--- src/rtl/u8d_pkg.sv ---
// u8d_pkg: shared types and constants for the utf-8 stream decoder
// holds the result status codes, field widths and the step result struct
// no dependencies

package u8d_pkg;

    localparam int BYTE_W = 8;
    localparam int CP_W   = 21;
    localparam int ST_W   = 2;
    localparam int REM_W  = 2;

    // result status codes
    typedef enum logic [ST_W-1:0] {
        ST_OK    = 2'd0,
        ST_BAD   = 2'd1,
        ST_TRUNC = 2'd2
    } status_t;

    // lead byte patterns, matched on the top bits of the byte
    localparam logic [2:0] LEAD2_PAT = 3'b110;
    localparam logic [3:0] LEAD3_PAT = 4'b1110;
    localparam logic [4:0] LEAD4_PAT = 5'b11110;
    localparam logic [1:0] CONT_PAT  = 2'b10;

    // one result from the decode step
    typedef struct packed {
        logic              valid;
        logic [CP_W-1:0]   code_point;
        status_t           status;
    } result_t;

endpackage

--- src/rtl/u8d_step.sv ---
// u8d_step: sequence state and the per-byte decode logic
// updates the pending count, partial code point and bad flag on each step
// depends on u8d_pkg

module u8d_step (
    input  logic                        aclk,
    input  logic                        aresetn,
    input  logic                        step_en,
    input  logic [u8d_pkg::BYTE_W-1:0]  byte_in,
    input  logic                        end_of_text,
    output u8d_pkg::result_t            result
);
    import u8d_pkg::*;

    logic [REM_W-1:0] rem_reg,  rem_next;
    logic [CP_W-1:0]  part_reg, part_next;
    logic             bad_reg,  bad_next;

    logic [CP_W-1:0]  shifted;
    logic [REM_W-1:0] rem_dec;
    logic             bad_acc;

    assign shifted = {part_reg[CP_W-7:0], byte_in[5:0]};
    assign rem_dec = rem_reg - REM_W'(1);
    assign bad_acc = bad_reg | (byte_in[7:6] != CONT_PAT);

    always_comb begin
        rem_next          = rem_reg;
        part_next         = part_reg;
        bad_next          = bad_reg;
        result.valid      = 1'b0;
        result.code_point = '0;
        result.status     = ST_OK;

        if (rem_reg == '0) begin
            priority if (byte_in[7] == 1'b0) begin
                result.valid      = 1'b1;
                result.code_point = CP_W'(byte_in);
            end else if (byte_in[7:5] == LEAD2_PAT) begin
                part_next = CP_W'(byte_in[4:0]);
                rem_next  = REM_W'(1);
                bad_next  = 1'b0;
            end else if (byte_in[7:4] == LEAD3_PAT) begin
                part_next = CP_W'(byte_in[3:0]);
                rem_next  = REM_W'(2);
                bad_next  = 1'b0;
            end else if (byte_in[7:3] == LEAD4_PAT) begin
                part_next = CP_W'(byte_in[2:0]);
                rem_next  = REM_W'(3);
                bad_next  = 1'b0;
            end else begin
                // stray continuation or 11111xxx passes through as is
                result.valid      = 1'b1;
                result.code_point = CP_W'(byte_in);
            end
            // end of text right on a lead byte
            if (rem_next != '0 && end_of_text) begin
                rem_next      = '0;
                part_next     = '0;
                bad_next      = 1'b0;
                result.valid  = 1'b1;
                result.status = ST_TRUNC;
            end
        end else begin
            part_next = shifted;
            bad_next  = bad_acc;
            rem_next  = rem_dec;
            if (rem_dec == '0) begin
                part_next     = '0;
                bad_next      = 1'b0;
                result.valid  = 1'b1;
                if (bad_acc) begin
                    result.status = ST_BAD;
                end else begin
                    result.code_point = shifted;
                end
            end else if (end_of_text) begin
                rem_next      = '0;
                part_next     = '0;
                bad_next      = 1'b0;
                result.valid  = 1'b1;
                result.status = ST_TRUNC;
            end
        end
    end

    always_ff @(posedge aclk) begin
        if (!aresetn) begin
            rem_reg  <= '0;
            part_reg <= '0;
            bad_reg  <= 1'b0;
        end else if (step_en) begin
            rem_reg  <= rem_next;
            part_reg <= part_next;
            bad_reg  <= bad_next;
        end
    end

endmodule

--- src/rtl/utf8_stream_decoder.sv ---
// an accepted byte is held in the input register; its result is then held in the result register on m_*
// throughput: one byte per cycle while a stalled m_tready does not hold a full result register
// a lead or non-final continuation byte yields no result unless s_tlast gives ST_TRUNC
// reset: aresetn is synchronous, active low; clears both stages and the
// sequence state, so the decoder starts idle with nothing pending
// depends on u8d_pkg and u8d_step

module utf8_stream_decoder (
    input  logic        aclk,
    input  logic        aresetn,
    // input bytes
    input  logic        s_tvalid,
    output logic        s_tready,
    input  logic [7:0]  s_tdata,   // [7:0] byte_in
    input  logic        s_tlast,   // end_of_text
    // decoded code points
    output logic        m_tvalid,
    input  logic        m_tready,
    output logic [23:0] m_tdata,   // [20:0] code_point, [23:21] zero
    output logic [1:0]  m_tuser    // [1:0] status
);
    import u8d_pkg::*;

    // input register stage
    logic              in_vld_reg,  in_vld_next;
    logic [BYTE_W-1:0] in_byte_reg;
    logic              in_last_reg;

    // result register stage
    logic              out_vld_reg, out_vld_next;
    logic [CP_W-1:0]   out_cp_reg;
    status_t           out_st_reg;

    result_t           step_res;
    logic              advance;
    logic              in_take;

    // the held byte moves on when the result register is empty or draining
    assign advance  = in_vld_reg && (!out_vld_reg || m_tready);
    // the input register refills in the same cycle it hands its byte on
    assign s_tready = !in_vld_reg || advance;
    assign in_take  = s_tvalid && s_tready;

    u8d_step u_step (
        .aclk        (aclk),
        .aresetn     (aresetn),
        .step_en     (advance),
        .byte_in     (in_byte_reg),
        .end_of_text (in_last_reg),
        .result      (step_res)
    );

    always_comb begin
        in_vld_next = in_vld_reg;
        if (in_take) begin
            in_vld_next = 1'b1;
        end else if (advance) begin
            in_vld_next = 1'b0;
        end

        out_vld_next = out_vld_reg;
        if (advance) begin
            // a step with no result leaves the output empty
            out_vld_next = step_res.valid;
        end else if (m_tready) begin
            out_vld_next = 1'b0;
        end
    end

    always_ff @(posedge aclk) begin
        if (!aresetn) begin
            in_vld_reg  <= 1'b0;
            out_vld_reg <= 1'b0;
        end else begin
            in_vld_reg  <= in_vld_next;
            out_vld_reg <= out_vld_next;
        end
    end

    // payload registers, no reset needed
    always_ff @(posedge aclk) begin
        if (in_take) begin
            in_byte_reg <= s_tdata;
            in_last_reg <= s_tlast;
        end
        if (advance && step_res.valid) begin
            out_cp_reg <= step_res.code_point;
            out_st_reg <= step_res.status;
        end
    end

    assign m_tvalid = out_vld_reg;
    assign m_tdata  = {3'b000, out_cp_reg};
    assign m_tuser  = out_st_reg;

endmodule

--- config.mk ---
export PLATFORM = sky130hd
export DESIGN_NAME = utf8_stream_decoder
export DESIGN_NICKNAME = d
export VERILOG_FILES = /design/src/rtl/u8d_pkg.sv /design/src/rtl/u8d_step.sv /design/src/rtl/utf8_stream_decoder.sv
export SDC_FILE = /design/constraint.sdc
export NUM_CORES = 1
export LEC_CHECK = 0
export BUFFER_PORTS_ARGS = -buffer_cell sky130_fd_sc_hd__buf_4
export CORE_MARGIN = 1.5
export CORE_UTILIZATION = 40
export DETAILED_ROUTE_END_ITERATION = 10
export GPL_ROUTABILITY_DRIVEN = 0
export HOLD_SLACK_MARGIN = 0.1
export PLACE_DENSITY = 0.58
export SLEW_MARGIN = 20
export SYNTH_ARGS = -nofsm -noshare
export SYNTH_HDL_FRONTEND = slang
export SYNTH_SLANG_ARGS = --single-unit
--- constraint.sdc ---
create_clock -name aclk -period 3 [get_ports aclk]
set_input_delay 0.6 -clock aclk [delete_from_list [all_inputs] [get_ports aclk]]
set_output_delay 0.6 -clock aclk [all_outputs]
set_load 0.01 [all_outputs]
==> impl_metrics.yaml <==
placement:
  place.port_buffers: 37
  dp.cells: 297
  dpl.hpwl_um: 2970
pwr:
  power-per-cell-area_mw_per_mm2: 521
  switching_power_uw: 347
  ir_drop_v: 0.000228
  clockPowerShare: 0.295
  p_int_uw: 1060
  swShare: 0.247
  total_leakage_power_uw: 0.00105
  power_uw: 1400
  power_frac_seq: 0.578
  combPwrFrac: 0.126
die:
  die_w_um: 78.3
  io_pins: 41
  start_util: 0.412
  fp.dieArea_sq_mm: 0.00614
  rows: 27
  die_y_um: 78.3
  core_area_sq_mm: 0.00551
cts:
  worstSkewPairLatency_ns: 0.31
  cts_tree: "done"
  clock_path_buffers: 2
  cts_made_buffers: 5
  cts_root_buffer: "clkbuf_8"
  cts_resized: 0
  hold_buffers: 0
  clk_pin_slew_ns: 0.09
  cts_htree_levels: 2
  cts.sinks: 52
  post_cts_buffers: 0
synth:
  synth-seq-cells: 52
  syn_area_sq_mm: 0.00227
  syn_inst: 193
  synth_edf_count: 32
  ys.warnings.count: 0
  ys_seq_area_frac: 0.599
  synth-async-reset-ratio: 0
  synthDistinctLibCells: 44
  avgSynthCellArea_sq_um: 11.8
  synth_flop_cell: "edfxtp_1"
setup_path:
  critical_path_required_ns: 3.24
  critPathKind: "flop to flop"
  cp_slowest_stage_delay_ns: 0.54
  cp.arrival_ns: 2.42
  slowest_stage: "o22ai_4"
  worstRegToRegCells: 7
  crit_path_start_kind: "flop"
  worstPathMaxFanout: 16
  path_cells: "inv_1 > ha_1 > inv_2 > nor2_1 > or2_1 > o22ai_4 > mux2i_1"
  cp-end-kind: "flop"
final_layout:
  fillerInstances: 512
  final-seq-area_sq_mm: 0.00136
  multiInputGateArea_sq_um: 831
  area_delta_synth_final_pct: 18.8
  nets: 248
  largest_reg_flops: 21
  fin_cells: 305
  drive_above_1_share: 0.258
  diodes: 0
routing:
  routedWlPerCell_um: 13.3
  vias: 1505
  drc_errors: 0
  drt_iter0_drc: 119
  antenna_left: 0
  dr.pass1.iters: 4
  viasPerCell: 4.93
  routed_wl_um: 4060
grt:
  grtUsageTotal: 0.141
  grt_first_pass_wirelength_um: 6660
  grt_pass1_vias: 1439
  grt_antenna_before_repair: 0
  grt_overflow_total: 0
  grt_max_degree: 23
flow_run:
  maxCapViolCount: 0
status:
  status: "completed"
timing:
  fin_worst_skew_ns: 0.00621
  max_slew.worst_pin.slew_ns: 0.726
  setup_violations: 0
  hold_viol: 0
  fin_crit_ns: 2.18
  tns_ns: 0
  rsz0062_at_grt: "false"
  fmax_mhz: 459
  relSlewSlack: 0.516
  drv_slew: 0
  timing.final.crit_share: 0.727
  hold_slack_ns: 0.457
min_path:
  hp-class: "flop to flop"
  min_path_cells: 2
==> cell usage after synthesis (2+ instances only) <==
library cell / instances / area [sq um]
and2_1: 5 / 31.3
mux2i_1: 15 / 150
ha_1: 3 / 37.5
o21ai_0: 4 / 20.0
o211ai_1: 3 / 22.5
a21oi_1: 6 / 30.0
edfxtp_1: 32 / 961
clkbuf_1: 4 / 15.0
or3_1: 2 / 12.5
inv_1: 6 / 22.5
dfxtp_1: 20 / 400
a32o_1: 2 / 20.0
o2111ai_1: 2 / 17.5
nor2_1: 7 / 26.3
nor2b_1: 3 / 18.8
buf_4: 3 / 22.5
nand2_1: 36 / 135
a211oi_1: 2 / 15.0
and3_1: 13 / 81.3
==> per-layer routing <==
metal | wire length (um) | share of wire | GRT usage | vias to the layer above
met5 | 0 | 0 | 0 | -
met1 | 1910 | 0.47 | 0.175 | 701
li1 | - | - | - | 761
met4 | 71 | 0.017 | 0.0589 | 0
met2 | 1900 | 0.47 | 0.233 | 37
met3 | 178 | 0.044 | 0.0349 | 6
==> power groups by stage <==
stage                     logic (uW)  clock network, uW  registers, uW
after floorplan                  113                  0            833
after global placement           179                  0            829
after detailed placement         179                  0            829
after CTS                        179                431            813
after global routing             196                457            816
final                            177                415            812
==> final cells by class <==
type / instances / share of cell area
flip-flops and latches: 52 / 0.505
multi-input cells: 127 / 0.308
repair buffers: 39 / 0.109
well taps: 72 / 0.0334
clock buffers: 6 / 0.0306
inverters: 7 / 0.00974
clock inverters: 2 / 0.00510
==> kinds of logic (layout without fill, tap and decap cells) <==
family / after synthesis / count (layout) / share of synthesized area
buffers and inverters: 16 / 54 / 0.0391
adder cells (fa/ha/maj): 3 / 3 / 0.0165
AO/OA/AOI/OAI: 29 / 29 / 0.105
other: 1 / 3 / 0.00165
AND/OR/NAND/NOR: 77 / 77 / 0.172
flip-flops: 52 / 52 / 0.599
multiplexers: 15 / 15 / 0.0661
==> cell usage in the layout (no fill, tap or decap), types with 2 or more instances in the layout <==
master / n
a211oi_1: 2
a21oi_1: 6
a32o_1: 2
and2_1: 5
and3_1: 13
buf_4: 39
clkbuf_8: 6
conb_1: 3
dfxtp_1: 20
edfxtp_1: 32
ha_1: 3
inv_1: 6
mux2i_1: 15
nand2_1: 36
nor2_1: 7
nor2b_1: 2
o2111ai_1: 2
o211ai_1: 3
o21ai_0: 4
or3_1: 2
==> worst paths after layout <==
path,slack [ns],end,from
worst min register to register,0.46,u_step.part_reg[10],u_step.part_reg[10]
worst max-delay path,0.82,u_step.part_reg[12],u_step.rem_reg[0]
worst max register to register,0.82,u_step.part_reg[12],u_step.rem_reg[0]
worst min-delay path,0.46,u_step.part_reg[10],u_step.part_reg[10]
==> per-stage QoR <==
step	cell area (sq um)	util	worst slack [ns]
after floorplan	2280	-	0.395
after global placement	2600	0.472	0.851
after detailed placement	2600	0.472	0.817
after CTS	2700	0.490	0.799
after global routing	2700	0.490	0.614
final	2700	0.490	0.819
==> critical path: cells and delay by family, from the launching register on <==
family	cells	cell delay, ns
flops	1	0.42
mux	1	0.26
fa+ha+maj	1	0.29
simple gates	2	0.34
compound gates	1	0.54
buf+inv	2	0.25
No activity file was read; power rests on OpenSTA's default activity.
